<file path="src/hw/rtl/fss_pkg.sv">
`timescale 1ns / 1ps

package fss_pkg;

    localparam int unsigned CountW  = 16;
    localparam int unsigned TimeW   = 16;
    localparam int unsigned StepW   = 17;
    localparam int unsigned AccW    = 17;
    localparam int unsigned MoveW   = 32;
    localparam int unsigned KindW   = 3;
    localparam int unsigned PhaseW  = 4;
    localparam int unsigned ModeW   = 2;
    localparam int unsigned CfgIdxW = 2;
    localparam int unsigned CfgW    = 16;

    localparam logic [AccW-1:0]  ACC_MAX  = '1;
    localparam logic [StepW-1:0] STEP_MAX = '1;

    // item kinds
    localparam logic [KindW-1:0] KIND_TICK  = 3'd0;
    localparam logic [KindW-1:0] KIND_STACK = 3'd1;
    localparam logic [KindW-1:0] KIND_PHOTO = 3'd2;
    localparam logic [KindW-1:0] KIND_MOVE  = 3'd3;
    localparam logic [KindW-1:0] KIND_STOP  = 3'd4;

    // run modes
    localparam logic [ModeW-1:0] MODE_HALTED = 2'd0;
    localparam logic [ModeW-1:0] MODE_RUN    = 2'd1;
    localparam logic [ModeW-1:0] MODE_PAUSE  = 2'd2;

    // sub-phases
    localparam logic [PhaseW-1:0] PH_PRE_START  = 4'd0;
    localparam logic [PhaseW-1:0] PH_PRE_WAIT   = 4'd1;
    localparam logic [PhaseW-1:0] PH_SHOT_START = 4'd2;
    localparam logic [PhaseW-1:0] PH_SHOT_BUSY  = 4'd3;
    localparam logic [PhaseW-1:0] PH_SHOT_PAUSE = 4'd4;
    localparam logic [PhaseW-1:0] PH_POST_START = 4'd5;
    localparam logic [PhaseW-1:0] PH_POST_WAIT  = 4'd6;
    localparam logic [PhaseW-1:0] PH_MOVE_START = 4'd7;
    localparam logic [PhaseW-1:0] PH_MOVE_BUSY  = 4'd8;
    localparam logic [PhaseW-1:0] PH_MOVE_PAUSE = 4'd9;
    localparam logic [PhaseW-1:0] PH_NEXT_STEP  = 4'd10;

    // register indexes
    localparam logic [CfgIdxW-1:0] CFG_LAST_STEP    = 2'd0;
    localparam logic [CfgIdxW-1:0] CFG_DELAY_BEFORE = 2'd1;
    localparam logic [CfgIdxW-1:0] CFG_DELAY_AFTER  = 2'd2;

    typedef struct packed {
        logic [CountW-1:0] last_step;
        logic [TimeW-1:0]  delay_before;
        logic [TimeW-1:0]  delay_after;
    } cfg_t;

    typedef struct packed {
        logic [KindW-1:0]        kind;
        logic signed [MoveW-1:0] steps;
        logic [TimeW-1:0]        elapsed;
        logic                    photo_done;
        logic                    motor_idle;
    } cmd_t;

    typedef struct packed {
        logic [ModeW-1:0]        run_mode;
        logic [PhaseW-1:0]       sub_phase;
        logic [StepW-1:0]        step_counter;
        logic [AccW-1:0]         time_accum;
        logic signed [MoveW-1:0] move_steps;
    } state_t;

    typedef struct packed {
        logic                    fire_photo;
        logic                    serve_camera;
        logic                    issue_move;
        logic signed [MoveW-1:0] move_amount;
        logic                    serve_motor;
        logic                    halt_devices;
        logic                    is_idle;
        logic                    stack_done;
        logic [StepW-1:0]        step_now;
        logic [PhaseW-1:0]       phase;
        logic [ModeW-1:0]        mode;
    } res_t;

endpackage

</file>
<file path="src/hw/rtl/fss_if.sv">
`timescale 1ns / 1ps

interface fss_cmd_if;
    logic                                valid;
    logic                                ready;
    logic [fss_pkg::KindW-1:0]           kind;
    logic signed [fss_pkg::MoveW-1:0]    steps;
    logic [fss_pkg::TimeW-1:0]           elapsed;
    logic                                photo_done;
    logic                                motor_idle;

    modport source (output valid, kind, steps, elapsed, photo_done, motor_idle,
                    input ready);
    modport sink (input valid, kind, steps, elapsed, photo_done, motor_idle,
                  output ready);
endinterface

interface fss_res_if;
    logic                                valid;
    logic                                ready;
    logic                                fire_photo;
    logic                                serve_camera;
    logic                                issue_move;
    logic signed [fss_pkg::MoveW-1:0]    move_amount;
    logic                                serve_motor;
    logic                                halt_devices;
    logic                                is_idle;
    logic                                stack_done;
    logic [fss_pkg::StepW-1:0]           step_now;
    logic [fss_pkg::PhaseW-1:0]          phase;
    logic [fss_pkg::ModeW-1:0]           mode;

    modport source (output valid, fire_photo, serve_camera, issue_move, move_amount,
                    serve_motor, halt_devices, is_idle, stack_done, step_now,
                    phase, mode, input ready);
    modport sink (input valid, fire_photo, serve_camera, issue_move, move_amount,
                  serve_motor, halt_devices, is_idle, stack_done, step_now,
                  phase, mode, output ready);
endinterface

</file>
<file path="src/hw/rtl/focus_stack_sequencer.sv">
`timescale 1ns / 1ps

// An input transfer passes the input register and then the result register
// before the earliest result transfer.
// Throughput: one item per cycle; the sequencer state updates as an item leaves the input register.
// A stalled result register holds the input register, which still takes one item while empty.
// Reset (rst_n low, asynchronous): mode halted, phase 0, step 0, time 0, move 0,
// all registers 0, both pipeline registers empty.
module focus_stack_sequencer
(
    input  logic                          clk,
    input  logic                          rst_n,
    input  logic                          cfg_we,
    input  logic [fss_pkg::CfgIdxW-1:0]   cfg_index,
    input  logic [fss_pkg::CfgW-1:0]      cfg_wdata,
    fss_cmd_if.sink                       cmd,
    fss_res_if.source                     res
);

    // configuration registers
    fss_pkg::cfg_t   cfg_reg;
    fss_pkg::cfg_t   cfg_next;

    // sequencer state
    fss_pkg::state_t state_reg;
    fss_pkg::state_t state_next;

    // input stage
    logic            item_vld;
    fss_pkg::cmd_t   item;
    logic            take;

    // result register
    logic            res_vld_reg;
    logic            res_vld_next;
    fss_pkg::res_t   res_reg;
    fss_pkg::res_t   res_calc;

    // An item moves into the result register whenever that slot is free or
    // is being emptied by a transfer in the same cycle.
    assign take = item_vld && (!res_vld_reg || res.ready);

    fss_in_stage u_in_stage
    (
        .clk      (clk),
        .rst_n    (rst_n),
        .cmd      (cmd),
        .take     (take),
        .item_vld (item_vld),
        .item     (item)
    );

    fss_step u_step
    (
        .cfg  (cfg_reg),
        .cur  (state_reg),
        .item (item),
        .nxt  (state_next),
        .res  (res_calc)
    );

    // Register writes; an index past the list is dropped.
    always_comb
    begin
        cfg_next = cfg_reg;
        if (cfg_we)
        begin
            case (cfg_index)
                fss_pkg::CFG_LAST_STEP:    cfg_next.last_step    = cfg_wdata;
                fss_pkg::CFG_DELAY_BEFORE: cfg_next.delay_before = cfg_wdata;
                fss_pkg::CFG_DELAY_AFTER:  cfg_next.delay_after  = cfg_wdata;
                default:
                begin
                end
            endcase
        end
    end

    assign res_vld_next = take ? 1'b1 : ((res_vld_reg && !res.ready) ? 1'b1 : 1'b0);

    always_ff @(posedge clk or negedge rst_n)
    begin
        if (!rst_n)
        begin
            cfg_reg     <= '0;
            state_reg   <= '0;
            res_vld_reg <= 1'b0;
        end
        else
        begin
            cfg_reg     <= cfg_next;
            res_vld_reg <= res_vld_next;
            if (take)
            begin
                state_reg <= state_next;
            end
        end
    end

    // result payload, no reset needed
    always_ff @(posedge clk)
    begin
        if (take)
        begin
            res_reg <= res_calc;
        end
    end

    assign res.valid        = res_vld_reg;
    assign res.fire_photo   = res_reg.fire_photo;
    assign res.serve_camera = res_reg.serve_camera;
    assign res.issue_move   = res_reg.issue_move;
    assign res.move_amount  = res_reg.move_amount;
    assign res.serve_motor  = res_reg.serve_motor;
    assign res.halt_devices = res_reg.halt_devices;
    assign res.is_idle      = res_reg.is_idle;
    assign res.stack_done   = res_reg.stack_done;
    assign res.step_now     = res_reg.step_now;
    assign res.phase        = res_reg.phase;
    assign res.mode         = res_reg.mode;

endmodule

</file>
<file path="src/hw/rtl/fss_in_stage.sv">
`timescale 1ns / 1ps

// Input register: holds one item until the step logic takes it.
module fss_in_stage
(
    input  logic           clk,
    input  logic           rst_n,
    fss_cmd_if.sink        cmd,
    input  logic           take,
    output logic           item_vld,
    output fss_pkg::cmd_t  item
);

    logic          vld_reg;
    logic          vld_next;
    fss_pkg::cmd_t item_reg;
    logic          load;

    assign cmd.ready = !vld_reg || take;
    assign load      = cmd.valid && cmd.ready;
    assign vld_next  = load ? 1'b1 : (take ? 1'b0 : vld_reg);

    always_ff @(posedge clk or negedge rst_n)
    begin
        if (!rst_n)
        begin
            vld_reg <= 1'b0;
        end
        else
        begin
            vld_reg <= vld_next;
        end
    end

    always_ff @(posedge clk)
    begin
        if (load)
        begin
            item_reg.kind       <= cmd.kind;
            item_reg.steps      <= cmd.steps;
            item_reg.elapsed    <= cmd.elapsed;
            item_reg.photo_done <= cmd.photo_done;
            item_reg.motor_idle <= cmd.motor_idle;
        end
    end

    assign item_vld = vld_reg;
    assign item     = item_reg;

endmodule

</file>
<file path="src/hw/rtl/fss_step.sv">
`timescale 1ns / 1ps

// Next-state and result logic for one item; each tick makes at most one
// phase transition, so the phase chain does not fall through.
module fss_step
(
    input  fss_pkg::cfg_t   cfg,
    input  fss_pkg::state_t cur,
    input  fss_pkg::cmd_t   item,
    output fss_pkg::state_t nxt,
    output fss_pkg::res_t   res
);

    logic [fss_pkg::AccW:0]      acc_sum;
    logic [fss_pkg::AccW-1:0]    acc_sat;
    logic [fss_pkg::StepW-1:0]   step_inc;
    logic [fss_pkg::StepW-1:0]   count_ext;
    logic                        paused;
    logic                        advance;
    logic                        fire;
    logic                        scam;
    logic                        imove;
    logic                        smot;
    logic                        halt;

    assign acc_sum   = {1'b0, cur.time_accum} + {{(fss_pkg::AccW + 1 - fss_pkg::TimeW){1'b0}},
                                                 item.elapsed};
    assign acc_sat   = acc_sum[fss_pkg::AccW] ? fss_pkg::ACC_MAX
                                              : acc_sum[fss_pkg::AccW-1:0];
    assign count_ext = {{(fss_pkg::StepW - fss_pkg::CountW){1'b0}}, cfg.last_step};
    assign step_inc  = (cur.step_counter == fss_pkg::STEP_MAX) ? cur.step_counter
                                                               : cur.step_counter + 1'b1;
    assign paused    = (cur.run_mode == fss_pkg::MODE_PAUSE);

    always_comb
    begin
        nxt     = cur;
        fire    = 1'b0;
        scam    = 1'b0;
        imove   = 1'b0;
        smot    = 1'b0;
        halt    = 1'b0;
        advance = 1'b0;

        case (item.kind)
            fss_pkg::KIND_STACK:
            begin
                nxt.step_counter = '0;
                nxt.time_accum   = '0;
                nxt.sub_phase    = fss_pkg::PH_NEXT_STEP;
                nxt.run_mode     = fss_pkg::MODE_RUN;
                nxt.move_steps   = item.steps;
            end
            fss_pkg::KIND_PHOTO:
            begin
                nxt.step_counter = '0;
                nxt.time_accum   = '0;
                nxt.sub_phase    = fss_pkg::PH_SHOT_START;
                nxt.run_mode     = fss_pkg::MODE_PAUSE;
            end
            fss_pkg::KIND_MOVE:
            begin
                nxt.step_counter = '0;
                nxt.time_accum   = '0;
                nxt.sub_phase    = fss_pkg::PH_MOVE_START;
                nxt.run_mode     = fss_pkg::MODE_PAUSE;
                nxt.move_steps   = item.steps;
            end
            fss_pkg::KIND_STOP:
            begin
                nxt.run_mode = fss_pkg::MODE_HALTED;
                halt         = 1'b1;
            end
            fss_pkg::KIND_TICK:
            begin
                nxt.time_accum = acc_sat;
                if (cur.run_mode != fss_pkg::MODE_HALTED)
                begin
                    case (cur.sub_phase)
                        // a fresh delay starts at zero, so it never ends in the same tick
                        fss_pkg::PH_PRE_START:
                        begin
                            nxt.time_accum = '0;
                            nxt.sub_phase  = fss_pkg::PH_PRE_WAIT;
                        end
                        fss_pkg::PH_PRE_WAIT:
                        begin
                            if (acc_sat > {1'b0, cfg.delay_before})
                            begin
                                nxt.sub_phase = fss_pkg::PH_SHOT_START;
                            end
                        end
                        fss_pkg::PH_SHOT_START, fss_pkg::PH_SHOT_BUSY:
                        begin
                            fire          = (cur.sub_phase == fss_pkg::PH_SHOT_START);
                            scam          = 1'b1;
                            nxt.sub_phase = fss_pkg::PH_SHOT_BUSY;
                            if (item.photo_done)
                            begin
                                nxt.sub_phase = (cur.step_counter == count_ext)
                                                ? fss_pkg::PH_NEXT_STEP
                                                : fss_pkg::PH_SHOT_PAUSE;
                            end
                        end
                        fss_pkg::PH_SHOT_PAUSE, fss_pkg::PH_POST_START:
                        begin
                            if (!(paused && cur.sub_phase == fss_pkg::PH_SHOT_PAUSE))
                            begin
                                nxt.time_accum = '0;
                                nxt.sub_phase  = fss_pkg::PH_POST_WAIT;
                            end
                        end
                        fss_pkg::PH_POST_WAIT:
                        begin
                            if (acc_sat > {1'b0, cfg.delay_after})
                            begin
                                nxt.sub_phase = fss_pkg::PH_MOVE_START;
                            end
                        end
                        fss_pkg::PH_MOVE_START, fss_pkg::PH_MOVE_BUSY:
                        begin
                            imove         = (cur.sub_phase == fss_pkg::PH_MOVE_START);
                            smot          = 1'b1;
                            nxt.sub_phase = fss_pkg::PH_MOVE_BUSY;
                            if (item.motor_idle)
                            begin
                                nxt.sub_phase = fss_pkg::PH_MOVE_PAUSE;
                            end
                        end
                        fss_pkg::PH_MOVE_PAUSE:
                        begin
                            advance = !paused;
                        end
                        fss_pkg::PH_NEXT_STEP:
                        begin
                            advance = 1'b1;
                        end
                        default:
                        begin
                        end
                    endcase

                    if (advance)
                    begin
                        nxt.step_counter = step_inc;
                        nxt.sub_phase    = fss_pkg::PH_PRE_START;
                        if (step_inc > count_ext)
                        begin
                            nxt.run_mode = fss_pkg::MODE_HALTED;
                        end
                    end
                end
            end
            default:
            begin
            end
        endcase
    end

    always_comb
    begin
        res.fire_photo   = fire;
        res.serve_camera = scam;
        res.issue_move   = imove;
        res.move_amount  = imove ? cur.move_steps : '0;
        res.serve_motor  = smot;
        res.halt_devices = halt;
        res.is_idle      = (nxt.run_mode == fss_pkg::MODE_HALTED) ||
                           ((nxt.run_mode == fss_pkg::MODE_PAUSE) &&
                            ((nxt.sub_phase == fss_pkg::PH_SHOT_PAUSE) ||
                             (nxt.sub_phase == fss_pkg::PH_MOVE_PAUSE)));
        res.stack_done   = (nxt.step_counter > count_ext) &&
                           (nxt.run_mode == fss_pkg::MODE_HALTED);
        res.step_now     = nxt.step_counter;
        res.phase        = nxt.sub_phase;
        res.mode         = nxt.run_mode;
    end

endmodule

</file>
<file path="src/flat_wrapper.sv">
// flat-port wrapper written by rule: the top's interface ports become plain ports
module focus_stack_sequencer_flat 
  (clk, rst_n, cfg_we, cfg_index, cfg_wdata, cmd_valid, cmd_kind, cmd_steps, cmd_elapsed, cmd_photo_done, cmd_motor_idle, cmd_ready, res_valid, res_fire_photo, res_serve_camera, res_issue_move, res_move_amount, res_serve_motor, res_halt_devices, res_is_idle, res_stack_done, res_step_now, res_phase, res_mode, res_ready);
  fss_cmd_if cmd_i ();
  fss_res_if res_i ();
  input  logic clk;
  input  logic rst_n;
  input  logic cfg_we;
  input  logic [fss_pkg::CfgIdxW-1:0] cfg_index;
  input  logic [fss_pkg::CfgW-1:0] cfg_wdata;
  input wire logic [$bits(cmd_i.valid)-1:0] cmd_valid;
  input wire logic [$bits(cmd_i.kind)-1:0] cmd_kind;
  input wire logic [$bits(cmd_i.steps)-1:0] cmd_steps;
  input wire logic [$bits(cmd_i.elapsed)-1:0] cmd_elapsed;
  input wire logic [$bits(cmd_i.photo_done)-1:0] cmd_photo_done;
  input wire logic [$bits(cmd_i.motor_idle)-1:0] cmd_motor_idle;
  output wire logic [$bits(cmd_i.ready)-1:0] cmd_ready;
  output wire logic [$bits(res_i.valid)-1:0] res_valid;
  output wire logic [$bits(res_i.fire_photo)-1:0] res_fire_photo;
  output wire logic [$bits(res_i.serve_camera)-1:0] res_serve_camera;
  output wire logic [$bits(res_i.issue_move)-1:0] res_issue_move;
  output wire logic [$bits(res_i.move_amount)-1:0] res_move_amount;
  output wire logic [$bits(res_i.serve_motor)-1:0] res_serve_motor;
  output wire logic [$bits(res_i.halt_devices)-1:0] res_halt_devices;
  output wire logic [$bits(res_i.is_idle)-1:0] res_is_idle;
  output wire logic [$bits(res_i.stack_done)-1:0] res_stack_done;
  output wire logic [$bits(res_i.step_now)-1:0] res_step_now;
  output wire logic [$bits(res_i.phase)-1:0] res_phase;
  output wire logic [$bits(res_i.mode)-1:0] res_mode;
  input wire logic [$bits(res_i.ready)-1:0] res_ready;
  assign cmd_i.valid = cmd_valid;
  assign cmd_i.kind = cmd_kind;
  assign cmd_i.steps = cmd_steps;
  assign cmd_i.elapsed = cmd_elapsed;
  assign cmd_i.photo_done = cmd_photo_done;
  assign cmd_i.motor_idle = cmd_motor_idle;
  assign cmd_ready = cmd_i.ready;
  assign res_valid = res_i.valid;
  assign res_fire_photo = res_i.fire_photo;
  assign res_serve_camera = res_i.serve_camera;
  assign res_issue_move = res_i.issue_move;
  assign res_move_amount = res_i.move_amount;
  assign res_serve_motor = res_i.serve_motor;
  assign res_halt_devices = res_i.halt_devices;
  assign res_is_idle = res_i.is_idle;
  assign res_stack_done = res_i.stack_done;
  assign res_step_now = res_i.step_now;
  assign res_phase = res_i.phase;
  assign res_mode = res_i.mode;
  assign res_i.ready = res_ready;
  focus_stack_sequencer u_core (.clk(clk), .rst_n(rst_n), .cfg_we(cfg_we), .cfg_index(cfg_index), .cfg_wdata(cfg_wdata), .cmd(cmd_i), .res(res_i));
endmodule
</file>
<file path="config.mk">
export PLATFORM = sky130hd
export DESIGN_NAME = focus_stack_sequencer_flat
export DESIGN_NICKNAME = d
export VERILOG_FILES = /design/src/hw/rtl/fss_pkg.sv /design/src/hw/rtl/fss_if.sv /design/src/hw/rtl/focus_stack_sequencer.sv /design/src/hw/rtl/fss_in_stage.sv /design/src/hw/rtl/fss_step.sv /design/src/flat_wrapper.sv
export SDC_FILE = /design/constraint.sdc
export NUM_CORES = 1
export LEC_CHECK = 0
export BUFFER_PORTS_ARGS = -buffer_cell sky130_fd_sc_hd__buf_2
export CAP_MARGIN = 40
export CORE_UTILIZATION = 40
export DETAILED_ROUTE_END_ITERATION = 10
export GPL_TIMING_DRIVEN = 0
export PLACE_DENSITY = 0.67
export SYNTH_ARGS = -nofsm -noshare
export SYNTH_HDL_FRONTEND = slang
export SYNTH_SLANG_ARGS = --single-unit
</file>
<file path="constraint.sdc">
create_clock -name clk -period 6 [get_ports clk]
set_input_delay 1.2 -clock clk [delete_from_list [all_inputs] [get_ports clk]]
set_output_delay 1.2 -clock clk [all_outputs]
set_load 0.01 [all_outputs]
</file>
# After elaboration in Yosys (flattened, before gate mapping)
# Cells that the tools add are included.
[word_totals] register_bits=237 word_cells=116
[classes] n_addsub=2 n_lt_le_gt_ge=4 eq_ne=22 n_mux=29 n_reduce_logical=33
[ops] operator="38-bit one-hot mux with 4 select lines" count=1
[ops] operator="17-bit by 16-bit > comparator with 1-bit output" count=4
[ops] operator="17-bit two-way mux" count=3
[ops] operator="40-bit two-way mux" count=1
[ops] operator="17-bit one-hot mux with 2 select lines" count=1
[ops] operator="4-bit one-hot mux with 6 select lines" count=1
[ops] operator="23-bit two-way mux" count=1
[ops] operator="4-bit by 3-bit == test with 1-bit output (second input constant)" count=5
[ops] operator="4-bit two-way mux" count=5
[ops] operator="17-bit by 16-bit adder with 18-bit output" count=1
[ops] operator="17-bit by 1-bit adder with 17-bit output (second input constant)" count=1
[ops] operator="17-bit by 16-bit == test with 1-bit output" count=1
[ops] operator="17-bit == test (second input constant)" count=1
[ops] operator="4-bit == test (second input constant)" count=4
[ops] operator="1-bit two-way mux" count=13
[ops] operator="2-bit AND reduction" count=6
[ops] operator="2-bit OR reduction" count=5
[ops] operator="4-bit by 2-bit == test with 1-bit output (second input constant)" count=2
[ops] operator="2-bit one-hot mux with 4 select lines" count=1
[ops] operator="2-bit == test (second input constant)" count=3
[ops] operator="3-bit by 2-bit == test with 1-bit output (second input constant)" count=2
[ops] operator="1-bit logical AND" count=6
[ops] operator="4-bit by 1-bit == test with 1-bit output (second input constant)" count=1
[ops] operator="1-bit zero test" count=4
[ops] operator="12 further kinds" count=17

# Longest topological paths before layout
[depth] ltp_word=12 ltp_mapped=20 depth_no_buf=20

# Cells and area by module
# From an unflattened synthesis, not the netlist that was laid out.
[hier_totals] hier_cells=1131 area_unflattened_um2=12829.8
[by_module_without_submodules] module="focus_stack_sequencer" n_inst=1 cells_each=320 area_each_um2=6372.4 seq_area_each_um2=4889.7
[by_module_without_submodules] module="fss_step" n_inst=1 cells_each=754 area_each_um2=4812.1 seq_area_each_um2=0.0
[by_module_without_submodules] module="fss_in_stage" n_inst=1 cells_each=57 area_each_um2=1645.3 seq_area_each_um2=1616.6

# Least setup slack after synthesis
# Ideal clock, no wire load.
[synth_path] path_type="register -> register" startpoint="register u_core.state_reg[52] in the netlist's numbering" endpoint="register u_core.res_reg, in the netlist u_core.res.is_idle (data pin)" setup_time_ns=0.265 arrival_time_ns=4.001 slack_ns=1.733 stages_incl_launch_ff=21 period_less_slack_ns=4.267 path_cell_list="dfrtp_1 -> buf_2 -> and4_1 -> nand4_1 -> nor4_2 -> and4_1 -> nand2_1 -> and3_1 -> nand3_1 -> xor2_1 -> inv_1 -> ha_1 -> a2111oi_0 -> o21ai_0 -> o21a_1 -> a2111oi_0 -> nor2_1 -> o41ai_1 -> a21o_1 -> o221a_1 -> a211oi_2"
[synth_rtl] item="start, declared" line_no="focus_stack_sequencer.sv:25" rtl="fss_pkg::state_t state_reg;"
[synth_rtl] item="start signal, assigned" line_no="focus_stack_sequencer.sv:95" rtl="state_reg <= state_next;"
[synth_rtl] item="end signal, assigned" line_no="focus_stack_sequencer.sv:105" rtl="res_reg <= res_calc;"
[synth_rtl] item="end, declared" line_no="focus_stack_sequencer.sv:36" rtl="fss_pkg::res_t res_reg;"

==> summary.txt <==
Layout
  • Filler Cell Count: 2,643
  • Layout net count: ~1,400
  • Area Overhead vs Synth: 18.0%
  • Number of flip-flops in the largest register: 72
  • Fraction of layout cells with a size suffix above 1: around 22%
  • Ant. Diodes: 0
  • Fin area: 0.0141 mm2

Floorplanning
  • Die Y: between 150 and 200 um
  • DIE AREA: 0.0305 mm2
  • Initial Utilization: between 40% and 50%
  • # IOs: 140
  • Core ar.: around 0.029 mm2
  • Placement Rows: 62
  • Die W: 175 um

Place
  • Number of port buffers: roughly 140
  • Placer congestion estimate: about 0.9
  • Final HPWL DP: around 21 mm
  • Placed Area: ~0.013 mm2

Global route
  • Initial antenna violation count: 0
  • Total Routing Usage GR: 18.5%
  • Global-route wire length before repair: roughly 44 mm
  • Largest net degree at the start of global routing: between 70 and 80
  • Vias in the first global route: between 8,000 and 9,000
  • Gr ovfl total: 0

STA
  • Final Hold Fails: 0
  • Fin Clk Skew: between 0.01 and 0.015 ns
  • # setup viols final: 0
  • Worst slew margin: about 52%
  • Worst-Margin Slew: 0.719 ns
  • Hold Slack: 0.477 ns
  • Final cycle utilization of the critical path: around nine tenths
  • Maximum clock rate: roughly 180 MHz
  • Final slew viol count: 0
  • Setup TNS: 0 ns
  • Min Tclk post-route: 5.41 ns
  • RSZ-0062 raised after global routing: false

Pwr
  • Leak: roughly 6.2 nW
  • VDD IR max: slightly above 0.2 mV
  • Power density over the cells: approximately 330 mW/mm2

Clocking
  • Hold-fix buffers at CTS: 0
  • Clock latency on the worst-skew pair: 0.53 ns
  • CTS tree: yes
  • H-tree levels: 1
  • CTS sink count: 237
  • Clk buf depth: 3
  • CTS root buf: clkbuf_16
  • # Post-CTS Setup Buffers: 0
  • CTS clk-pin slew, worst paths: roughly 0.06 ns
  • CTS buffer count: 26

Drt
  • Drt first pass iters: 5
  • Max layer used: met4
  • WL/cell: roughly 17 um
  • Met2 WL: about 14 mm
  • First-iteration detailed-routing DRC count: 410
  • Met1 WL: about 12 mm
  • # DRC: 0
  • DRT Wirelength: between 20 and 30 mm
  • Vias per cell: 5.21
  • Antenna viol nets, final: 0
  • Vias: 8,363
  • Metal3 WL: around 1.2 mm

Logic synthesis
  • Ys async rst share: 51.5%
  • Syn nets: roughly 1,200
  • Count leader, synth: dfrtp_1
  • Top post-synthesis cells by area: edfxtp_1 29%, dfrtp_1 26%, ha_1 8.5%, mux2_2 6.1%, o21ai_0 2.9%
  • Count of different cell masters after synthesis: 70
  • Ys flop type: dfrtp_1
  • Synth Warn #: 0
  • Seq cells post-synth: between 200 and 250
  • Synth Cell Area: 0.0119 mm2
  • Share of the synthesized area in the top cell type: 29.0%
  • Synth top cells by count: 122 x dfrtp_1, 115 x edfxtp_1, 81 x ha_1, 77 x nand2_1, 73 x inv_1
  • Post-Syn Instances: between 1,000 and 1,500
  • Post-synthesis sequential area ratio: a little over half
  • Synthesized area per cell: ~12 um2
  • Synth area leader: edfxtp_1
  • EDFF count, synth: 115

Worst setup path
  • CP max-delay cell: a21boi_1
  • Startpoint Class: flop
  • Endpoint arrival time on the critical path: 5.78 ns
  • CP top delay family: compound AO/OA/AOI/OAI gates
  • R2R Setup Slk: around 0.59 ns
  • WP buf/inv: 1
  • Max incr delay on CP: 0.49 ns
  • Critical Path RT: around 6.4 ns
  • Critical path endpoint category: flop
  • CP Class: flop to flop
  • Worst-path cell chain: ha_1 > o21ai_1 > o21ai_1 > a31oi_1 > a21oi_2 > nand3_1 > a21boi_1 > clkbuf_1 > nand2b_1 > ha_1 > nand3_1 > nor4_1 > o31ai_1 > o211ai_1 > a21boi_0 > nand4bb_1 > a31oi_1 > o221a_1 > a211oi_2
  • Critical Path Fanout Max: 10

Status
  • Status: completed

Hold path
  • Hold/Removal Path Class: flop to flop

Run
  • Max_cap viols: 0
## per-stage QoR
step / std cells / setup slack, ns / power [W] / util (%)
finish: 1606 / 0.589 / 0.00471 / 48.5
global placement: 1554 / 0.525 / 0.00309 / 45.2
detailed placement: 1559 / 0.454 / 0.00313 / 45.5
floorplan: 1031 / 1.73 / 0.00279 / -
CTS: 1606 / 0.431 / 0.00476 / 48.5
global route: 1606 / 0.0833 / 0.00496 / 48.5
## worst reg2reg max path: stages, from the launching register on
cell and delay (ns):
dfrtp_1 0.40, ha_1 0.37, o21ai_1 0.10, o21ai_1 0.18, a31oi_1 0.16, a21oi_2 0.31, nand3_1 0.13, a21boi_1 0.49
clkbuf_1 0.40, nand2b_1 0.26, ha_1 0.17, nand3_1 0.10, nor4_1 0.48, o31ai_1 0.19, o211ai_1 0.15, a21boi_0 0.47
nand4bb_1 0.25, a31oi_1 0.15, o221a_1 0.31, a211oi_2 0.20
## kinds of logic (layout without fill, tap and decap cells)
kind of cell / count (synthesis) / after routing / share of synthesized area, %
AO/OA/AOI/OAI: 225 / 225 / 12.4
XOR/XNOR: 43 / 43 / 3.16
flip-flops: 237 / 237 / 54.5
adder cells (fa/ha/maj): 82 / 82 / 8.66
AND/OR/NAND/NOR: 268 / 268 / 11.5
buffers and inverters: 109 / 300 / 3.49
multiplexers: 67 / 67 / 6.30
## per-layer routing
metal / global-route usage (%) / up-vias
li1: - / 4082
met3: 2.50 / 41
met4: 4.89 / 0
met5: 0 / -
met2: 31.3 / 213
met1: 24.8 / 4027
## final cells by class
class / count / area, um2 / area share (%)
flip-flops and latches: 237 / 6510 / 46.2
clock inverters: 3 / 17.5 / 0.124
plain buffers: 35 / 139 / 0.987
well taps: 384 / 480 / 3.41
multi-input cells: 685 / 5010 / 35.6
inverters: 74 / 280 / 1.99
clock buffers: 44 / 863 / 6.13
repair buffers: 144 / 785 / 5.57
## placed cells by master, fill, tap and decap left out, types with 5 or more instances in the layout
cell | Yosys | layout
mux2_2 | 65 | 65
xor2_1 | 11 | 11
buf_2 | 6 | 144
o21a_1 | 10 | 10
clkbuf_1 | 26 | 34
clkbuf_8 | 0 | 6
or2_2 | 6 | 6
dfrtp_1 | 122 | 122
or3_1 | 6 | 6
a21o_1 | 19 | 19
and2_1 | 33 | 32
nand2b_1 | 18 | 18
buf_1 | 3 | 5
o31ai_1 | 9 | 9
clkbuf_16 | 0 | 30
nor3_1 | 10 | 10
o21ai_0 | 70 | 70
a211oi_1 | 10 | 10
nor2b_1 | 7 | 7
nand2_1 | 77 | 77
and3_1 | 7 | 7
a22o_1 | 16 | 16
nor2_1 | 50 | 50
nand3_1 | 19 | 19
ha_1 | 81 | 81
a31oi_1 | 6 | 6
edfxtp_1 | 115 | 115
a21oi_1 | 40 | 40
nand4_1 | 15 | 15
inv_1 | 73 | 73
xnor2_1 | 32 | 32
## where the power goes
part	total (W)	internal (W)	switching, W	leakage [nW]
sequential	0.00203	0.00192	0.000106	2.65
combinational	0.00108	0.000462	0.000616	3.16
clock	0.00160	0.000974	0.000629	0.430
## what timing repair did
item                       in CTS  in global routing
resized for setup               0                  1
setup endpoints to repair       0                  1
hold endpoints to repair        0                  0
## path summary, 6_finish.rpt
| kind | start | end | cells past startpoint |
|---|---|---|---|
| min | u_core.u_in_stage.item[20] | u_core.state_reg[2] | 1 |
| max reg2reg | u_core.state_reg[34] | u_core.res.is_idle | 19 |
| min reg2reg | u_core.u_in_stage.item[20] | u_core.state_reg[2] | 1 |
| max | u_core.state_reg[34] | u_core.res.is_idle | 19 |
| min in group asynchronous | rst_n | u_core.state_reg[23] | 1 |
| max in group asynchronous | rst_n | u_core.state_reg[42] | 2 |
Power figures use the tool's default switching activity.
